$ cat src/rtl/protected_path_prefix_guard_defines.svh
`ifndef PROTECTED_PATH_PREFIX_GUARD_DEFINES_SVH
`define PROTECTED_PATH_PREFIX_GUARD_DEFINES_SVH

// Same-cycle implication, clocked on clk, off during rst.
`define PPG_ASSERT_NOW(lbl, ante, cons, msg) \
  lbl: assert property (@(posedge clk) disable iff (rst) (ante) |-> (cons)) \
    else $error(msg);

// Next-cycle implication, clocked on clk, off during rst.
`define PPG_ASSERT_NEXT(lbl, ante, cons, msg) \
  lbl: assert property (@(posedge clk) disable iff (rst) (ante) |=> (cons)) \
    else $error(msg);

`endif

$ cat src/rtl/ppg_pkg.sv
`default_nettype none

package ppg_pkg;

  localparam logic [7:0] SLASH_BYTE = 8'h2F;

  localparam logic CFG_ENFORCE_MODE = 1'b0;
  localparam logic CFG_EXEMPT_PID   = 1'b1;

  localparam int PID_W = 23;

  typedef enum logic [1:0] {
    KIND_PATH_BYTE   = 2'd0,
    KIND_UNRESOLVED  = 2'd1,
    KIND_PREFIX_BYTE = 2'd2,
    KIND_PREFIX_LEN  = 2'd3
  } kind_t;

  typedef enum logic [1:0] {
    VERDICT_ALLOW   = 2'd0,
    VERDICT_DENY    = 2'd1,
    VERDICT_EARLIER = 2'd2
  } verdict_t;

  // request held in the compare stage
  typedef struct packed {
    kind_t             kind;
    logic [7:0]        byte_value;
    logic              last_byte;
    logic [PID_W-1:0]  caller_pid;
    logic              earlier_denied;
    logic              too_long;
  } req_t;

  // outcome of a finished check, handed to the verdict stage
  typedef struct packed {
    logic              check_end;
    logic              earlier_denied;
    logic              unresolved;
    logic              matched;
    logic [PID_W-1:0]  caller_pid;
  } check_t;

endpackage

`default_nettype wire

$ cat src/rtl/ppg_match.sv
`default_nettype none

module ppg_match
  import ppg_pkg::*;
#(
  parameter int NUM_PREFIXES = 16,
  parameter int PREFIX_BYTES = 128,
  parameter int PW = 13,
  parameter int LW = 4
) (
  input  wire logic                         clk,
  input  wire logic                         rst,
  input  wire logic                         len_wr,
  input  wire logic [LW-1:0]                len_idx,
  input  wire logic [7:0]                   len_value,
  input  wire logic                         fire,
  input  wire req_t                         req,
  input  wire logic [PW-1:0]                pos,
  input  wire logic [NUM_PREFIXES-1:0][7:0] word,
  output check_t                            check
);

  logic [7:0]              lengths [NUM_PREFIXES];
  logic [NUM_PREFIXES-1:0] alive;
  logic [NUM_PREFIXES-1:0] matched;
  logic [NUM_PREFIXES-1:0] alive_next;
  logic [NUM_PREFIXES-1:0] matched_next;
  logic [NUM_PREFIXES-1:0] exact;
  logic                    is_byte;
  logic                    check_end;

  always_comb begin
    logic lv;
    logic p_lt;
    logic p_eq;
    logic p_last;
    for (int e = 0; e < NUM_PREFIXES; e++) begin
      lv     = (lengths[e] != 8'd0) && (32'(lengths[e]) <= PREFIX_BYTES);
      p_lt   = pos < PW'(lengths[e]);
      p_eq   = pos == PW'(lengths[e]);
      p_last = (pos + PW'(1)) == PW'(lengths[e]);
      alive_next[e]   = alive[e] & ~(lv & p_lt & (word[e] != req.byte_value));
      exact[e]        = lv & p_lt & p_last & alive_next[e];
      matched_next[e] = matched[e] |
                        (lv & p_eq & alive[e] & (req.byte_value == SLASH_BYTE));
    end
  end

  assign is_byte   = req.kind == KIND_PATH_BYTE;
  assign check_end = (is_byte && req.last_byte) || (req.kind == KIND_UNRESOLVED);

  assign check.check_end      = check_end;
  assign check.earlier_denied = req.earlier_denied;
  assign check.unresolved     = (req.kind == KIND_UNRESOLVED) || req.too_long;
  assign check.matched        = is_byte && ((|exact) || (|matched_next));
  assign check.caller_pid     = req.caller_pid;

  always_ff @(posedge clk) begin
    if (rst) begin
      for (int e = 0; e < NUM_PREFIXES; e++) begin
        lengths[e] <= 8'd0;
      end
    end else if (len_wr) begin
      lengths[len_idx] <= len_value;
    end
  end

  always_ff @(posedge clk) begin
    if (rst) begin
      alive   <= '1;
      matched <= '0;
    end else if (fire) begin
      if (check_end) begin
        alive   <= '1;
        matched <= '0;
      end else if (is_byte) begin
        alive   <= alive_next;
        matched <= matched_next;
      end
    end
  end

endmodule

`default_nettype wire

$ cat config.mk
export PLATFORM = sky130hd
export DESIGN_NAME = ppg_match
export DESIGN_NICKNAME = d
export VERILOG_FILES = /design/src/rtl/protected_path_prefix_guard_defines.svh /design/src/rtl/ppg_pkg.sv /design/src/rtl/ppg_match.sv
export SDC_FILE = /design/constraint.sdc
export NUM_CORES = 1
export LEC_CHECK = 0
export ABC_AREA = 1
export BUFFER_PORTS_ARGS = -buffer_cell sky130_fd_sc_hd__buf_2
export CAP_MARGIN = 20
export CORE_ASPECT_RATIO = 1.75
export CORE_MARGIN = 3
export CORE_UTILIZATION = 30
export DETAILED_ROUTE_END_ITERATION = 8
export PLACE_DENSITY = 0.58
export SLEW_MARGIN = 0
export SYNTH_ARGS = -nofsm -noshare
export SYNTH_HDL_FRONTEND = slang
export SYNTH_SLANG_ARGS = --single-unit
$ cat constraint.sdc
create_clock -name clk -period 4.8 [get_ports clk]
set_clock_uncertainty 0.2 [all_clocks]
set_input_delay 0.96 -clock clk [delete_from_list [all_inputs] [get_ports clk]]
set_output_delay 0.96 -clock clk [all_outputs]
set_load 0.01 [all_outputs]
==> After elaboration in Yosys (flattened, before gate mapping) <==
Memories as Yosys holds them, arrays and structs flattened.
Cells that the tools add are included.
{ "word_totals": {"n_memories": 1, "ff_bits": 32, "out_inout_bits": 27, "ramBits": 128, "word_cells": 301} }
{ "memory_table": {"columns": ["memory", "depth", "word_bits", "read_ports", "rd_clocked_by_memory_dff", "wr", "line_no", "source"], "rows": [
  ["lengths", 16, 8, 16, 0, 16, "ppg_match.sv:23", "logic [7:0] lengths [NUM_PREFIXES];"]
]} }
{ "classes": {"n_lt_le_gt_ge": 32, "bitwise": 160, "reduce_logical": 43, "n_mux": 12, "n_addsub": 1, "eq_ne": 50} }
{ "ops": {"columns": ["op", "count"], "rows": [
  ["$eq A13 B8 Y1", 32],
  ["$lt A13 B8 Y1", 16],
  ["$and A1 B1 Y1", 128],
  ["$le A8 B8 Y1 const B", 16],
  ["$ne A8 B8 Y1", 16],
  ["$reduce_bool A8 Y1", 16],
  ["$mux W16", 4],
  ["$reduce_or A16 Y1", 2],
  ["$logic_and A1 B1 Y1", 18],
  ["$not A1 Y1", 16],
  ["$or A1 B1 Y1", 16],
  ["$add A13 B1 Y13 const B", 1],
  ["$eq A8 B6 Y1 const B", 1],
  ["$mux W8", 1],
  ["$reduce_or A8 Y1", 1],
  ["$mux W1", 6],
  ["$mux W4", 1],
  ["$logic_or A1 B1 Y1", 3],
  ["$eq A2 B1 Y1 const B", 1],
  ["$logic_not A2 Y1", 1],
  ["$reduce_and A2 Y1", 1],
  ["$reduce_bool A2 Y1", 1]
]} }

==> Depth between registers and ports, before layout <==
{ "logic_depth": {"ltp_word": 10, "depth_mapped": 18, "ltp_nobuf": 17} }

==> Worst setup path before layout <==
OpenSTA, ideal clock, no wires.
{ "synth_timing": {"kind": "input to output", "from": "in pos[0]", "to": "out check[23] (netlist bit)", "required_ns": 3.640, "cell_stages": 13, "arrival_ns": 2.638, "path_slack_ns": 1.002, "path_buffers": 0, "path_cell_list": "inv_1 > ha_1 > a21oi_1 > o21ai_0 > nor2_1 > o21ai_1 > nor3_1 > nand3_1 > nand3_1 > nand2_1 > nand2_1 > nor2_1 > nor2_1"} }
{ "synth_rtl": {"columns": ["item", "line_no", "source"], "rows": [
  ["from (decl)", "ppg_match.sv:18", "input wire logic [PW-1:0] pos,"],
  ["to (decl)", "ppg_match.sv:20", "output check_t check"]
]} }

==> flow_summary.yaml <==
status:
  status: "complete, no violations"
global_route:
  antenna_found_initial: 3
  grt_max_degree: 32
  gr-total-overflow: 0
  grt_pass1_wl_mm: 88.1
  grt_pass1_vias: 14900
  grt_usage_pct: 22.8
timing:
  worstMarginPinSlew_ns: 1.21
  finalSetupTns_ns: 0
  hold_violations: 0
  max_slew_margin_pct: 19.2
  finalMaxSlewViolations: 0
  setup_violations: 0
  max_freq_mhz: 216
  fin_crit_sh_pct: 96.3
  rsz0062_at_grt: "no"
  min_period_ns: 4.62
floorplanning:
  start_util_pct: 30.5
  rows: 106
  core_area_mm2: 0.0480
  chipWidth_um: 173
  die_h_um: 298
  dieArea_mm2: 0.0517
  io_pins: 220
cts:
  clock_latency_ns: 0.45
  ctsResizeCount: 0
  cts-htree-levels: 4
  clockBufferDepth: 2
  postCtsSetupRepairBufs: 0
  cts_made_buffers: 17
  cts_num_sinks: 160
  cts_root_buf: "clkbuf_16"
  cts_hold_repair.buffers: 0
  cts_tree: "yes"
  path_clk_slew_ns: 0.06
worst_setup_path:
  critPathMaxFanout: 11
  worst_path_max_delay_cell: "ha_1"
  crit_chain: "buf_2, inv_1, buf_4, ha_1, nand3_1, nand3b_1, nor2_1, nand2_1, nand2_1, nor2_1, nand2_1, nor2_1, nand2_1, nor2_1, nand3_1, nor2_2, buf_4, nor2_1, buf_2"
  cp_top_family: "simple AND/OR/NAND/NOR gates"
  slowest_delay_ns: 0.30
  r2r_start: "lengths[7][7]"
  rr_worst_depth: 12
  path_class: "primary input to output port"
  crit_path_frequent_cell: "nor2_1"
  crit_required_ns: 3.64
  critical_path_arrival_ns: 3.46
  critPathBufInv: 5
  cp.depth: 19
  worstSetupEndpointType: "output port"
  crit_start: "pos[0]"
  start_kind: "primary input"
detailed_routing:
  wl_per_cell_um: 20.2
  drtAntennaViolNets: 0
  avgViaCountPerCell: 5.01
  wl_mm: 60.1
  first_iter_violations: 1054
  first_pass_iters: 6
  vias: 14900
  drc: 0
layout:
  syn2layout_area_growth_pct: 17.8
  fin_nets: 2629
  design_area_mm2: 0.0173
  drive_gt1_share_pct: 13.6
synth:
  synth-seq-cells: 160
  muxShareOfSynthArea_pct: 0
  synth.most_common_cell: "nand2_1"
  ys_seq_area_share_pct: 30.6
  synth_compound_area_share_pct: 4.86
  synthXorXnorAreaFrac_pct: 7.82
  synth_area_per_cell_um2: 6.91
  synth_simple_gate_area_share_pct: 35.4
  synth_top_family_by_area: "simple AND/OR/NAND/NOR gates"
  ys_warn_count: 0
  synth_edf_count: 128
  yosysTopAreaCellShare_pct: 26.2
  synth_area_leaders: "edfxtp_1 26%, nand2_1 13%, nor2_1 11%"
  synthTopCellsByCount: "505 x nand2_1, 439 x nor2_1, 270 x inv_1"
  netlist_area_mm2: 0.0147
  yosysTopAreaCell: "edfxtp_1"
  yosys.area_share.adder_pct: 11.0
  async_reset_ff_share_pct: 0
  ys_dominant_reg_cell: "edfxtp_1"
  synth_cell_types: 36
  syn_inst: 2123
  syn_nets: 2445
power:
  worst_ir_drop_vdd_mv: 0.264
  p_leak_nw: 8.21
  finalPower_mw: 4.09
  power_density_mw_per_mm2: 237
hold_path:
  whs_path_depth: 2
  holdCritPathClass: "flop to flop"
  min_from: "matched[1]"
place:
  dp_hpwl_mm: 46.0
  io_buffers: 171
  gp_congestion: 0.962
  dpl_cell_area_mm2: 0.0167
flow_run:
  maxCapViolCount: 0
[stage by stage]
step                      utilization, %  instances  hold slack [ns]  worst slack (ns)
after global routing                36.0       2969            0.307            0.0441
after CTS                           36.0       2968            0.288             0.121
after floorplan                        -       2123            0.255              1.00
after global placement              34.7       2936            0.269             0.112
after detailed placement            34.7       2936            0.278             0.130
final                               36.0       2969            0.287             0.177
[state kept, by name, summed over array words and instances (netlist names)]
signal,count
alive,16
matched,16
lengths,128
[per-layer routing]
layer | routed length (um) | GRT usage (%) | vias up
met2 | 30300 | 42.4 | 681
met1 | 20500 | 22.0 | 6751
met5 | 0 | 0 | -
met4 | 5880 | 18.8 | 0
li1 | - | - | 7186
met3 | 3340 | 3.11 | 268
[cell usage in the layout, fill, tap and decap left out, types with 6 or more instances in the layout]
cell type,count
nand4_1,71
dfxtp_1,32
buf_12,21
nand2_2,12
ha_1,129
clkbuf_16,17
o21ai_1,9
nand2_1,505
nor3_1,37
nand3b_1,11
and3_1,6
xnor2_1,114
o21ai_0,29
a21oi_1,45
nand3_1,122
a221oi_1,16
xor2_1,17
inv_1,270
buf_4,55
nor2_1,438
edfxtp_1,128
or2_2,7
buf_2,171
o211ai_1,12
[cell type report]
cell class | instances | area, um^2
Clock inverter | 10 | 101
Timing Repair Buffer | 247 | 1690
Inverter | 275 | 1030
Antenna cell | 1 | 2.50
Fill cell | 5060 | 30700
Tap cell | 648 | 811
Sequential cell | 160 | 4480
Clock buffer | 22 | 494
Multi-Input combinational cell | 1606 | 8660
[where the power goes]
part	switching [mW]	total, mW	internal [mW]
clock	0.608	1.40	0.788
combinational	0.680	1.07	0.394
sequential	0.0520	1.62	1.57
[logic make-up after synthesis]
family | count (synthesis)
AOI/OAI and AO/OA | 121
adders and majority gates | 129
xor gates and xnor gates | 131
and+or+nand+nor | 1225
buffers and inverters | 357
DFF | 160
[path summary, 6_finish.rpt]
kind	slack, ns	end
worst max-delay path	0.18	check[23]
worst min-delay path	0.29	matched[1]
worst max register to register	2.60	alive[7]
worst min register to register	0.29	matched[1]
[worst min-delay path, cell delays in order (launching register included)]
cell      delay, ns
dfxtp_1        0.31
nand2_1        0.06
a221oi_1       0.07
(Power assumes the default switching activity.)
