`src/rtl/protected_path_prefix_guard_defines.svh`:
```
`ifndef PROTECTED_PATH_PREFIX_GUARD_DEFINES_SVH
`define PROTECTED_PATH_PREFIX_GUARD_DEFINES_SVH

// Same-cycle implication, clocked on clk, off during rst.
`define PPG_ASSERT_NOW(lbl, ante, cons, msg) \
  lbl: assert property (@(posedge clk) disable iff (rst) (ante) |-> (cons)) \
    else $error(msg);

// Next-cycle implication, clocked on clk, off during rst.
`define PPG_ASSERT_NEXT(lbl, ante, cons, msg) \
  lbl: assert property (@(posedge clk) disable iff (rst) (ante) |=> (cons)) \
    else $error(msg);

`endif

```
`src/rtl/ppg_pkg.sv`:
```
`default_nettype none

package ppg_pkg;

  localparam logic [7:0] SLASH_BYTE = 8'h2F;

  localparam logic CFG_ENFORCE_MODE = 1'b0;
  localparam logic CFG_EXEMPT_PID   = 1'b1;

  localparam int PID_W = 23;

  typedef enum logic [1:0] {
    KIND_PATH_BYTE   = 2'd0,
    KIND_UNRESOLVED  = 2'd1,
    KIND_PREFIX_BYTE = 2'd2,
    KIND_PREFIX_LEN  = 2'd3
  } kind_t;

  typedef enum logic [1:0] {
    VERDICT_ALLOW   = 2'd0,
    VERDICT_DENY    = 2'd1,
    VERDICT_EARLIER = 2'd2
  } verdict_t;

  // request held in the compare stage
  typedef struct packed {
    kind_t             kind;
    logic [7:0]        byte_value;
    logic              last_byte;
    logic [PID_W-1:0]  caller_pid;
    logic              earlier_denied;
    logic              too_long;
  } req_t;

  // outcome of a finished check, handed to the verdict stage
  typedef struct packed {
    logic              check_end;
    logic              earlier_denied;
    logic              unresolved;
    logic              matched;
    logic [PID_W-1:0]  caller_pid;
  } check_t;

endpackage

`default_nettype wire

```
`src/rtl/ppg_verdict.sv`:
```
`default_nettype none

module ppg_verdict
  import ppg_pkg::*;
(
  input  wire logic             clk,
  input  wire logic             rst,
  input  wire logic             enforce_mode,
  input  wire logic [PID_W-1:0] exempt_pid,
  input  wire logic             fire,
  input  wire check_t           check,
  output logic                  slot_free,
  output logic                  out_valid,
  input  wire logic             out_ready,
  output logic [1:0]            verdict,
  output logic [63:0]           checks_total,
  output logic [63:0]           denials_total,
  output logic [63:0]           unresolved_total
);

  logic     [63:0] checks_count;
  logic     [63:0] denied_count;
  logic     [63:0] unresolved_count;
  verdict_t        verdict_next;
  logic            count_unres;
  logic            count_deny;
  logic            exempt;

  assign slot_free = !out_valid || out_ready;
  assign exempt    = (exempt_pid != '0) && (check.caller_pid == exempt_pid);

  always_comb begin
    verdict_next = VERDICT_ALLOW;
    count_unres  = 1'b0;
    count_deny   = 1'b0;
    if (check.earlier_denied) begin
      verdict_next = VERDICT_EARLIER;
    end else if (enforce_mode && !exempt) begin
      if (check.unresolved) begin
        count_unres = 1'b1;
      end else if (check.matched) begin
        count_deny   = 1'b1;
        verdict_next = VERDICT_DENY;
      end
    end
  end

  always_ff @(posedge clk) begin
    if (rst) begin
      out_valid        <= 1'b0;
      checks_count     <= '0;
      denied_count     <= '0;
      unresolved_count <= '0;
    end else begin
      if (fire && check.check_end) begin
        out_valid <= 1'b1;
        if (!check.earlier_denied) begin
          checks_count <= checks_count + 64'd1;
        end
        if (count_unres) begin
          unresolved_count <= unresolved_count + 64'd1;
        end
        if (count_deny) begin
          denied_count <= denied_count + 64'd1;
        end
      end else if (out_ready) begin
        out_valid <= 1'b0;
      end
    end
  end

  always_ff @(posedge clk) begin
    if (fire && check.check_end) begin
      verdict <= verdict_next;
    end
  end

  assign checks_total     = checks_count;
  assign denials_total    = denied_count;
  assign unresolved_total = unresolved_count;

endmodule

`default_nettype wire

```
`config.mk`:
```
export PLATFORM = sky130hd
export DESIGN_NAME = ppg_verdict
export DESIGN_NICKNAME = d
export VERILOG_FILES = /design/src/rtl/protected_path_prefix_guard_defines.svh /design/src/rtl/ppg_pkg.sv /design/src/rtl/ppg_verdict.sv
export SDC_FILE = /design/constraint.sdc
export NUM_CORES = 1
export LEC_CHECK = 0
export BUFFER_PORTS_ARGS = -buffer_cell sky130_fd_sc_hd__buf_2
export CAP_MARGIN = 10
export CORE_UTILIZATION = 46
export CTS_BUF_LIST = sky130_fd_sc_hd__clkbuf_8
export DETAILED_ROUTE_END_ITERATION = 16
export GPL_TIMING_DRIVEN = 0
export PLACE_DENSITY = 0.69
export SLEW_MARGIN = 20
export SYNTH_ARGS = -nofsm -noshare
export SYNTH_HDL_FRONTEND = slang
export SYNTH_SLANG_ARGS = --single-unit
```
`constraint.sdc`:
```
create_clock -name clk -period 3.5 [get_ports clk]
set_clock_uncertainty 0.1 [all_clocks]
set_input_delay 0.175 -clock clk [delete_from_list [all_inputs] [get_ports clk]]
set_output_delay 0.175 -clock clk [all_outputs]
set_load 0.01 [all_outputs]
```
[Word-level counts from Yosys, hierarchy flattened]
Cells that the tools add are included.
W data, S select, Z words.
Word-level totals
  flip-flop bits (word level): 195
  bits in latches: 0
  memory bits (writable): 0
  memory bits (read-only): 0
  input port bits: 55
  output and inout bits: 196
  logic and storage cells: 34
  memories: 0
Cells by class
  $add $sub $neg: 3
  $mul: 0
  div/mod/pow operators: 0
  magnitude comparators: 0
  equal/unequal tests: 1
  shift-type cells: 0
  muxes and demuxes: 10
  bitwise gates (word level): 2
  reduce and logical (&&, ||, !) cells: 12
Operators with widths (number)
  $add A64 B1 Y64 const B: 3
  $eq A23 B23 Y1: 1
  $reduce_bool A23 Y1: 1
  $mux W1: 10
  $reduce_and A2 Y1: 3
  $logic_and A1 B1 Y1: 3
  $reduce_or A3 Y1: 1
  $logic_not A1 Y1: 2
  $not A1 Y1: 2
  $reduce_bool A2 Y1: 1
  $logic_or A1 B1 Y1: 1

[Depth between registers and ports, before layout]
Gate-level depths: netlist of the first run.
  depth after elaboration: 7
  gate-level depth with buffers: 10
  mapped depth without buffers: 7

[Worst setup path after synthesis of the first run]
OpenSTA, ideal clock, no wires.
  path type: reg2reg
  start: register unresolved_count[0], in the netlist unresolved_total[0]
  end: register unresolved_count[56], in the netlist unresolved_total[56]
  setup time: 0.070 ns
  arrival time: 2.481 ns
  required time: 3.330 ns
  path slack: 0.849 ns
  stages on the path, launching flop included: 9
  buffers on the path: 1
  period minus slack after synthesis: 2.651 ns
  cell sequence: dfxtp_1 > ha_1 > nand2_1 > or3_4 > or3_1 > clkbuf_1 > or3_4 > or4_1 > a21oi_1
Between the ends
  word-level cells in the longest chain between the ends: 1
RTL lines
  from (decl): RTL line ppg_verdict.sv:23  | logic [63:0] unresolved_count;
  from (signal assigned): RTL line ppg_verdict.sv:61  | unresolved_count <= unresolved_count + 64'd1;
  $add A64 B1 Y64: RTL line ppg_verdict.sv:61
Every way passes these cells.
A chain may end at the register's enable or synchronous reset.

[Worst setup path after layout of the first run]
  start: register denied_count[3], in the netlist denials_total[3]
  end: register denied_count[56], in the netlist denials_total[56]
Between the ends
  word-level cells in the longest chain between the ends: 1
RTL lines
  from (decl): RTL line ppg_verdict.sv:22  | logic [63:0] denied_count;
  from (signal assigned): RTL line ppg_verdict.sv:64  | denied_count <= denied_count + 64'd1;
  $add A64 B1 Y64: RTL line ppg_verdict.sv:64
Every way passes these cells.

==> results of run 1 <==
-- how the worst min path moves through the flow --
stage,from,slack (ns),to,cells after the start
floorplan,check[25],0.17,verdict[1]$_SDFFCE_PP1P_,0
finish,check[26],0.05,verdict[0]$_SDFFCE_PP0P_,3
global placement,check[25],0.31,verdict[1]$_SDFFCE_PP1P_,1
detailed placement,check[25],0.32,verdict[1]$_SDFFCE_PP1P_,1
CTS,check[26],0.03,verdict[0]$_SDFFCE_PP0P_,3
global route,fire,0.06,verdict[0]$_SDFFCE_PP0P_,3
-- flip-flops by register name (all words and copies together) (netlist names) --
register,cells
denials_total,64
out_valid,1
verdict,2
checks_total,64
unresolved_total,64
-- cell usage after synthesis, drive strengths merged (2+ instances only) --
cell type    n  area [um2]
xor2        48       420.4
or4b         3       30.03
edfxtp       2       60.06
nor4        32       200.2
buf         15       77.57
o2111ai      5       43.79
nand2       87       326.6
nand4       48       306.5
o21ai       54       270.3
o31ai       76       570.6
nand3       66       330.3
o211ai       6       50.05
nor2        90       337.8
and4        18       157.7
o2111a       3       33.78
nor3        21       110.1
clkbuf      50       187.7
mux2i        3       30.03
or3         53       341.6
mux2         3       33.78
dfxtp      193        3864
and2        12       75.07
inv         29       108.9
and3        16       100.1
nor2b        3       18.77
a21oi      128       640.6
or4         80       600.6
or2          3       18.77
o31a         2       17.52
o21a         4       30.03
xnor2       28       245.2
ha           3       37.54
nand2b       4       25.02
-- power by group through the flow --
stage / clock [mW] / combinational [mW] / sequential (mW)
4_1_cts: 1.49 / 0.174 / 2.23
3_5_place_dp: 0 / 0.169 / 2.28
6_report: 1.46 / 0.174 / 2.23
5_1_grt: 1.57 / 0.188 / 2.23
2_1_floorplan: 0 / 0.0787 / 2.28
3_3_place_gp: 0 / 0.169 / 2.28
-- repair_timing --
item | 4_1_cts | 5_1_grt
resized for setup | 0 | 0
hold endpoints to repair | 6 | 0
hold buffers | 4 | 0
-- metal layers --
metal  wire (um)  GRT usage  vias to the layer above
li1            -          -                     5053
met1       13580     0.3629                     4920
met2       13960     0.4436                      396
met3        2235    0.06142                       39
met4         544    0.08247                        0
met5           0          0                        -
-- final cells by class --
cell class,count,area share
plain buffers,65,0.02252
clock buffers,17,0.01986
clock inverters,14,0.01211
inverters,29,0.009242
multi-input cells,907,0.4648
flip-flops and latches,195,0.3331
well taps,270,0.02868
repair buffers,254,0.1096
-- logic make-up after synthesis --
kind of cell,after synthesis
flops,195
mux,6
xor+xnor,76
buf+inv,94
simple gates,540
compound gates,282
fa+ha+maj,3
-- per-stage QoR --
step                worst slack [ns]  cell area [um2]
floorplan                     0.8486             9773
global placement              0.2960            11360
detailed placement            0.2451            11360
CTS                           0.5288            11780
global route                  0.1861            11780
finish                        0.4893            11780
-- tightest hold or removal path, delay by kind of cell --
| kind | cells | cell delay, ns |
|---|---|---|
| buffers and inverters | 2 | 0.22 |
| and+or+nand+nor | 1 | 0.11 |
==> flow_metrics.env, run 1 <==
export IMPL_status="finished, final reports clean"
export IMPL_drive_above_1_share=0.2032
export IMPL_finalSetupTns_ns=0
export IMPL_power_switching_mw=1.004
export IMPL_cts_num_sinks=195
export IMPL_cts_root_buffer="clkbuf_8"
export IMPL_io_pins=251
export IMPL_critPathArrivalTime_ns=3.28
export IMPL_core_area_um2=20560
export IMPL_grt_usage=0.2738
export IMPL_regArea_um2=3924
export IMPL_num_vias=10410
export IMPL_n_antenna_cell=0
export IMPL_ys_ff_latch=195
export IMPL_switching_share=0.2599
export IMPL_p_per_area_nw_per_um2=328.0
export IMPL_vias_per_cell=5.944
export IMPL_synth_xor_area_frac=0.06811
export IMPL_worstPathRequired_ns=3.77
export IMPL_final_common_cell="buf_2"
export IMPL_overflow=0
export IMPL_whs_ns=0.05144
export IMPL_cp_common_cell="clkbuf_1"
export IMPL_vdd_ir_drop_max_uv=213.2
export IMPL_slew_violations=0
export IMPL_path_buf_inv=2
export IMPL_worstPathMaxFanout=10
export IMPL_synth_compound_area_share=0.1731
export IMPL_finalSetupViolCount=0
export IMPL_drc=0
export IMPL_synthMuxAreaShare=0.006529
export IMPL_rows=52
export IMPL_post_route_min_period_ns=3.011
export IMPL_synth_nets=1254
export IMPL_pwr_share_seq=0.576
export IMPL_yosysSeqAreaShare=0.4015
export IMPL_hpwl_um=22520
export IMPL_fillCellCount=1989
export IMPL_wl_per_cell_um=17.31
export IMPL_fin_crit_sh=0.8602
export IMPL_hold_viol_final=0
export IMPL_finish_utilization=0.5729
export IMPL_reg2reg_from="denials_total[3]$_SDFFE_PP0P_"
export IMPL_dp_cells=1716
export IMPL_synth_edf_count=2
export IMPL_multiInputGateArea_um2=5475
export IMPL_die_w_um=147.8
export IMPL_rsz0062_at_grt="no"
export IMPL_clock_latency_ns=0.49
export IMPL_place_gp_congestion=0.8840
export IMPL_final_cells=1751
export IMPL_routed_wl_um=30310
export IMPL_total_power_mw=3.864
export IMPL_slew_headroom=0.3176
export IMPL_clock_fmax_mhz=332.1
export IMPL_startpoint_type="flop"
export IMPL_synth_distinct_cells=50
export IMPL_fin_nets=1527
export IMPL_synthArstFlopShare=0
export IMPL_cts_tree="done"
export IMPL_combinationalPowerShare=0.045
export IMPL_syn_area_um2=9773
export IMPL_crit_cells=8
export IMPL_p_leak_nw=4.207
export IMPL_timing_critical_path_to="denials_total[56]$_SDFFE_PP0P_"
export IMPL_port_buffers=250
export IMPL_path_cells="and4_1 -> nand4_1 -> nor4_1 -> nand2b_1 -> clkbuf_1 -> clkbuf_1 -> o31ai_1 -> a21oi_1"
export IMPL_start_util=0.4754
export IMPL_crit_path_max_incr_delay_ns=0.45
export IMPL_syn2layout_area_growth_pct=20.52
export IMPL_post_cts_buffers=0
export IMPL_maxCapViolations=0
export IMPL_drt_iter0_markers=621
export IMPL_cts_buffer_depth=2
export IMPL_grt_pass1_vias=9194
export IMPL_ys_flop_type="dfxtp_1"
export IMPL_final_cell_mix="261 x buf_2, 193 x dfxtp_1, 128 x a21oi_1"
export IMPL_antenna_found_initial=0
export IMPL_grt_pass1_wl_um=47670
export IMPL_cts_buffers=17
export IMPL_drtPass1Iterations=7
export IMPL_critPathSlowestCell="nor4_1"
export IMPL_syn_avg_cell_area_um2=8.172
export IMPL_synth_fa_ha_area_frac=0.003841
export IMPL_reg2regPathDepth=8
export IMPL_reg2reg_slack_ns=0.49
export IMPL_cp_top_family="simple AND/OR/NAND/NOR gates"
export IMPL_die_h_um=147.8
export IMPL_tightest_slew_ns=1.014
export IMPL_antenna_left=0
export IMPL_grt_max_degree=19
export IMPL_yosys_area_share_simple=0.3087
export IMPL_r2r_end="denials_total[56]$_SDFFE_PP0P_"
export IMPL_clk_pin_slew_ns=0.12
export IMPL_die_area_um2=21830
export IMPL_intPower_mw=2.860
export IMPL_critical_path_class="reg2reg"
export IMPL_yosys_warnings=0
export IMPL_syn_inst=1196
export IMPL_htree_levels=4
export IMPL_crit_path_end_kind="flop"
export IMPL_crit_start="denials_total[3]$_SDFFE_PP0P_"
export IMPL_synth_top_family_by_area="simple AND/OR/NAND/NOR gates"
export IMPL_power_frac_clock=0.379
export IMPL_hp_class="in2reg"
Note: power is estimated with default switching activity, not from simulation.
==> inputs of run 2 (changes only) <==
--- a/config.mk
+++ b/config.mk
@@ -7,11 +7,13 @@
 export LEC_CHECK = 0
 export BUFFER_PORTS_ARGS = -buffer_cell sky130_fd_sc_hd__buf_2
 export CAP_MARGIN = 10
-export CORE_UTILIZATION = 46
+export CELL_PAD_IN_SITES_DETAIL_PLACEMENT = 0
+export CELL_PAD_IN_SITES_GLOBAL_PLACEMENT = 1
+export CORE_UTILIZATION = 40
 export CTS_BUF_LIST = sky130_fd_sc_hd__clkbuf_8
 export DETAILED_ROUTE_END_ITERATION = 16
 export GPL_TIMING_DRIVEN = 0
-export PLACE_DENSITY = 0.69
+export PLACE_DENSITY = 0.8
 export SLEW_MARGIN = 20
 export SYNTH_ARGS = -nofsm -noshare
 export SYNTH_HDL_FRONTEND = slang
==> run 2 against run 1 <==
Compared with the run above:
- critical path depth stayed put
- register-to-register slack worse by 0.13 ns
- sequential share of layout area is 0.16 points lower
- die area is 15% higher
- global-route usage is 2.4 points lower
- final cell count is 2.9% higher
- worst setup slack worse by 0.13 ns
- count of clock-buffer cells in the layout is 1 higher
- critical path type unchanged
- critical endpoint is now denials_total[50]$_SDFFE_PP0P_
- largest power group unchanged
==> flow_metrics.env, run 2 (same netlist as run 1, synthesis figures left out) <==
export IMPL_fin_crit_sh=0.8975
export IMPL_p_leak_nw=4.210
export IMPL_intPower_mw=2.817
export IMPL_cts_buffers=17
export IMPL_htree_levels=4
export IMPL_dp_slack_ns=0.08118
export IMPL_die_w_um=158.3
export IMPL_core_area_um2=23680
export IMPL_final_cell_mix="261 x buf_2, 193 x dfxtp_1, 128 x a21oi_1"
export IMPL_startpoint_type="flop"
export IMPL_drt_iter0_markers=641
export IMPL_rows=56
export IMPL_die_h_um=158.3
export IMPL_place_gp_congestion=0.8402
export IMPL_grt_met2_usage=0.3987
export IMPL_crit_path_end_kind="flop"
export IMPL_hold_viol_final=0
export IMPL_post_cts_buffers=0
export IMPL_ctsResizeCount=0
export IMPL_critPathArrivalTime_ns=3.39
export IMPL_hp_class="in2reg"
export IMPL_overflow=0
export IMPL_grt_use_met1=0.3362
export IMPL_routed_wl_um=31350
export IMPL_power_frac_clock=0.374
export IMPL_clock_latency_ns=0.47
export IMPL_num_vias=10250
export IMPL_switching_share=0.2656
export IMPL_cts_root_buffer="clkbuf_8"
export IMPL_cts_tree="done"
export IMPL_vias_per_cell=5.694
export IMPL_final_common_cell="buf_2"
export IMPL_drtPass1Iterations=5
export IMPL_antenna_found_initial=2
export IMPL_clk_pin_slew_ns=0.11
export IMPL_pwr_share_seq=0.580
export IMPL_slew_violations=0
export IMPL_maxCapViolations=0
export IMPL_grt_usage=0.2499
export IMPL_cts_num_sinks=195
export IMPL_finalSetupTns_ns=0
export IMPL_fin_nets=1527
export IMPL_busiest_layer="met2"
export IMPL_worst_slack_ns=0.3587
export IMPL_port_buffers=250
export IMPL_slew_headroom=0.3707
export IMPL_worstPathRequired_ns=3.75
export IMPL_antenna_left=0
export IMPL_die_area_um2=25060
export IMPL_combinationalPowerShare=0.045
export IMPL_wl_per_cell_um=17.41
export IMPL_vdd_ir_drop_max_uv=260.1
export IMPL_finalSetupViolCount=0
export IMPL_drive_above_1_share=0.2032
export IMPL_rsz0062_at_grt="no"
export IMPL_io_pins=251
export IMPL_grt_max_degree=19
export IMPL_syn2layout_area_growth_pct=21.11
export IMPL_drc=0
export IMPL_power_switching_mw=1.019
export IMPL_clock_fmax_mhz=318.3
export IMPL_start_util=0.4127
export IMPL_hpwl_um=23520
export IMPL_p_per_area_nw_per_um2=324.1
export IMPL_finish_utilization=0.4998
export IMPL_use_met3=0.05580
export IMPL_tightest_slew_ns=0.9354
export IMPL_critical_path_class="reg2reg"
export IMPL_grt_pass1_wl_um=49400
export IMPL_post_route_min_period_ns=3.141
export IMPL_cts_buffer_depth=2
export IMPL_grt_pass1_vias=9333
export IMPL_worstPathMaxFanout=10
export IMPL_postCtsHoldBufs=4
export IMPL_status="finished, final reports clean"
==> run 2: area by class of cell <==
type                            instances  area [um2]
Clock inverter                         13       122.6
Sequential cell                       195        3924
Buffer                                 65       265.3
Inverter                               29       108.9
Fill cell                            2441       11850
Tap cell                              319       399.1
Antenna cell                            1       2.502
Timing Repair Buffer                  254        1291
Multi-Input combinational cell        907        5475
Clock buffer                           18       247.7
==> run 2: routing by layer <==
metal / share of wire / up-vias
met4: 0.019 / 2
met1: 0.46 / 4870
met2: 0.46 / 297
met3: 0.063 / 34
li1: - / 5051
met5: 0.00041 / -
==> run 2: stage by stage <==
step	hold slack [ns]	power, mW	cells	cell area [um2]
6_report	0.07986	3.836	1801	11840
5_1_grt	0.08797	3.976	1800	11830
4_1_cts	0.04694	3.879	1800	11830
3_5_place_dp	0.3505	2.449	1765	11420
3_3_place_gp	0.3434	2.449	1765	11420
2_1_floorplan	0.1739	2.358	1196	9773
==> run 2: path summary, 6_finish.rpt <==
| path | end | cells past startpoint | from | slack [ns] |
|---|---|---|---|---|
| max | denials_total[50]$_SDFFE_PP0P_ | 8 | denials_total[3]$_SDFFE_PP0P_ | 0.36 |
| min | verdict[0]$_SDFFCE_PP0P_ | 3 | check[26] | 0.08 |
| max reg2reg | denials_total[50]$_SDFFE_PP0P_ | 8 | denials_total[3]$_SDFFE_PP0P_ | 0.36 |
| min reg2reg | denials_total[52]$_SDFFE_PP0P_ | 2 | denials_total[52]$_SDFFE_PP0P_ | 0.40 |
==> run 2: power groups by stage <==
stage               combinational (mW)  clock, mW  sequential [mW]
finish                           0.173       1.44             2.23
detailed placement               0.171          0             2.28
floorplan                       0.0787          0             2.28
global route                     0.191       1.56             2.23
CTS                              0.175       1.48             2.23
global placement                 0.172          0             2.28
==> run 2: critical path, cell delays in order (launching register included) <==
cell      delay (ns)
dfxtp_1         0.46
and4_1          0.35
nand4_1         0.28
nor4_1          0.54
nand2b_1        0.28
clkbuf_1        0.30
clkbuf_1        0.32
o31ai_1         0.32
a21oi_1         0.09
==> inputs of run 3 (changes only) <==
--- a/config.mk
+++ b/config.mk
@@ -7,7 +7,7 @@
 export LEC_CHECK = 0
 export BUFFER_PORTS_ARGS = -buffer_cell sky130_fd_sc_hd__buf_2
 export CAP_MARGIN = 10
-export CELL_PAD_IN_SITES_DETAIL_PLACEMENT = 0
+export CELL_PAD_IN_SITES_DETAIL_PLACEMENT = 1
 export CELL_PAD_IN_SITES_GLOBAL_PLACEMENT = 1
 export CORE_UTILIZATION = 40
 export CTS_BUF_LIST = sky130_fd_sc_hd__clkbuf_8
==> constraint.sdc (replaced) <==
create_clock -name clk -period 3.5 [get_ports clk]
set_clock_uncertainty 0.1 [all_clocks]
set_input_delay 0.35 -clock clk [delete_from_list [all_inputs] [get_ports clk]]
set_output_delay 0.35 -clock clk [all_outputs]
set_load 0.01 [all_outputs]
==> run 3 against run 2 <==
Compared with the run above:
- total power up 2.1%
- critical path depth stayed put
- sequential power about the same
- via count increased by 3.6%
- sequential share of layout area about the same
- clock power rose by 6%
- design area shrank 0.13%
- count of clock-buffer cells in the layout stayed put
- final cell count down 0.17%
- hold slack got worse by 0.039 ns
- largest cell class unchanged
==> flow_metrics.env, run 3 (same netlist as run 1, synthesis figures left out) <==
export IMPL_worstHoldStart="check[25]"
export IMPL_critPathArrivalTime_ns=3.43
export IMPL_hpwl_um=26300
export IMPL_num_vias=10630
export IMPL_rsz0062_at_grt="no"
export IMPL_grt_pass1_wl_um=54270
export IMPL_final_cell_mix="261 x buf_2, 193 x dfxtp_1, 128 x a21oi_1"
export IMPL_hold_viol_final=0
export IMPL_fillCellCount=3026
export IMPL_finalSetupTns_ns=0
export IMPL_antenna_found_initial=2
export IMPL_clock_latency_ns=0.48
export IMPL_p_leak_nw=4.209
export IMPL_drive_above_1_share=0.2043
export IMPL_drc=0
export IMPL_vias_per_cell=5.911
export IMPL_path_buf_inv=2
export IMPL_routed_wl_um=34320
export IMPL_maxCapViolations=0
export IMPL_clock_fmax_mhz=313.9
export IMPL_reg2regPathDepth=8
export IMPL_slew_violations=0
export IMPL_rows=56
export IMPL_grt_pass1_vias=10450
export IMPL_post_route_min_period_ns=3.186
export IMPL_die_area_um2=25060
export IMPL_place_area_um2=11420
export IMPL_finish_utilization=0.4992
export IMPL_cts_buffers=17
export IMPL_path_cells="and4_1 -> nand4_1 -> nor4_1 -> nand2b_1 -> clkbuf_1 -> clkbuf_1 -> o31ai_1 -> a21oi_1"
export IMPL_overflow=0
export IMPL_clk_pin_slew_ns=0.11
export IMPL_syn2layout_area_growth_pct=20.96
export IMPL_cts_tree="done"
export IMPL_fin_nets=1523
export IMPL_start_util=0.4127
export IMPL_whs_ns=0.04085
export IMPL_fin_crit_sh=0.9103
export IMPL_worstPathRequired_ns=3.75
export IMPL_port_buffers=250
export IMPL_place_gp_congestion=0.8402
export IMPL_grt_max_degree=21
export IMPL_status="finished, final reports clean"
export IMPL_wl_per_cell_um=19.09
export IMPL_drtPass1Iterations=5
export IMPL_postCtsHoldBufs=0
export IMPL_htree_levels=4
export IMPL_crit_cells=8
export IMPL_slew_headroom=0.3608
export IMPL_whs_path_depth=1
export IMPL_cts_root_buffer="clkbuf_8"
export IMPL_post_cts_buffers=0
export IMPL_critPathSlowestCell="nor4_1"
export IMPL_antenna_left=0
export IMPL_vdd_ir_drop_max_uv=235.3
export IMPL_crit_path_end_kind="flop"
export IMPL_startpoint_type="flop"
export IMPL_cp_top_family="simple AND/OR/NAND/NOR gates"
export IMPL_hp_class="in2reg"
export IMPL_core_area_um2=23680
export IMPL_final_common_cell="buf_2"
export IMPL_tightest_slew_ns=0.9500
export IMPL_cts_num_sinks=195
export IMPL_grt_usage=0.2748
export IMPL_dp_cells=1765
export IMPL_crit_start="denials_total[3]$_SDFFE_PP0P_"
export IMPL_ctsResizeCount=0
export IMPL_design_area_um2=11820
export IMPL_critical_path_class="reg2reg"
export IMPL_crit_path_max_incr_delay_ns=0.57
export IMPL_reg2reg_from="denials_total[3]$_SDFFE_PP0P_"
export IMPL_cts_buffer_depth=2
export IMPL_p_per_area_nw_per_um2=331.5
export IMPL_io_pins=251
export IMPL_die_w_um=158.3
export IMPL_die_h_um=158.3
export IMPL_finalSetupViolCount=0
export IMPL_drt_iter0_markers=547
export IMPL_final_cells=1798
export IMPL_cp_common_cell="clkbuf_1"
export IMPL_worstPathMaxFanout=10
-- run 3: cell count changes in the layout (fill, tap and decap cells not counted) --
cell and delta:
dlygate4sd3_1 -4, inv_8 +1, inv_6 +2, clkinvlp_4 -2, clkinv_2 -1, inv_12 +1
-- run 3: area by class of cell --
cell class	instances	area, um2	area share
Multi-Input combinational cell	907	5475	0.4632
Inverter	29	108.9	0.009208
Antenna cell	1	2.502	0.0002117
Clock inverter	14	147.6	0.01249
Tap cell	319	399.1	0.03376
Timing Repair Buffer	250	1251	0.1058
Clock buffer	18	247.7	0.02096
Buffer	65	265.3	0.02244
Sequential cell	195	3924	0.3319
-- run 3: per-stage QoR --
step                      setup slack, ns  total power [mW]
after floorplan                    0.8486             2.358
after detailed placement         -0.02479             2.453
after CTS                          0.3330             3.954
after global placement           -0.01952             2.449
after global routing              0.09406             4.047
final                              0.3141             3.918
-- run 3: path summary, 6_finish.rpt --
path / endpoint / slack [ns]
worst max register to register: denials_total[58]$_SDFFE_PP0P_ / 0.31
worst min register to register: denials_total[52]$_SDFFE_PP0P_ / 0.40
worst min-delay path: verdict[1]$_SDFFCE_PP1P_ / 0.04
worst max-delay path: denials_total[58]$_SDFFE_PP0P_ / 0.31
-- run 3: where the power goes --
group	internal, mW	switching [mW]
logic	0.0522	0.123
clock network	0.563	0.954
registers	2.23	0.00213
-- run 3: routing by layer --
metal	vias to the layer above	global-route usage	routed length, um
met4	2	0.09570	862
met1	5236	0.3480	15310
li1	5041	-	-
met3	54	0.05335	1709
met5	-	0	11
met2	295	0.4639	16430
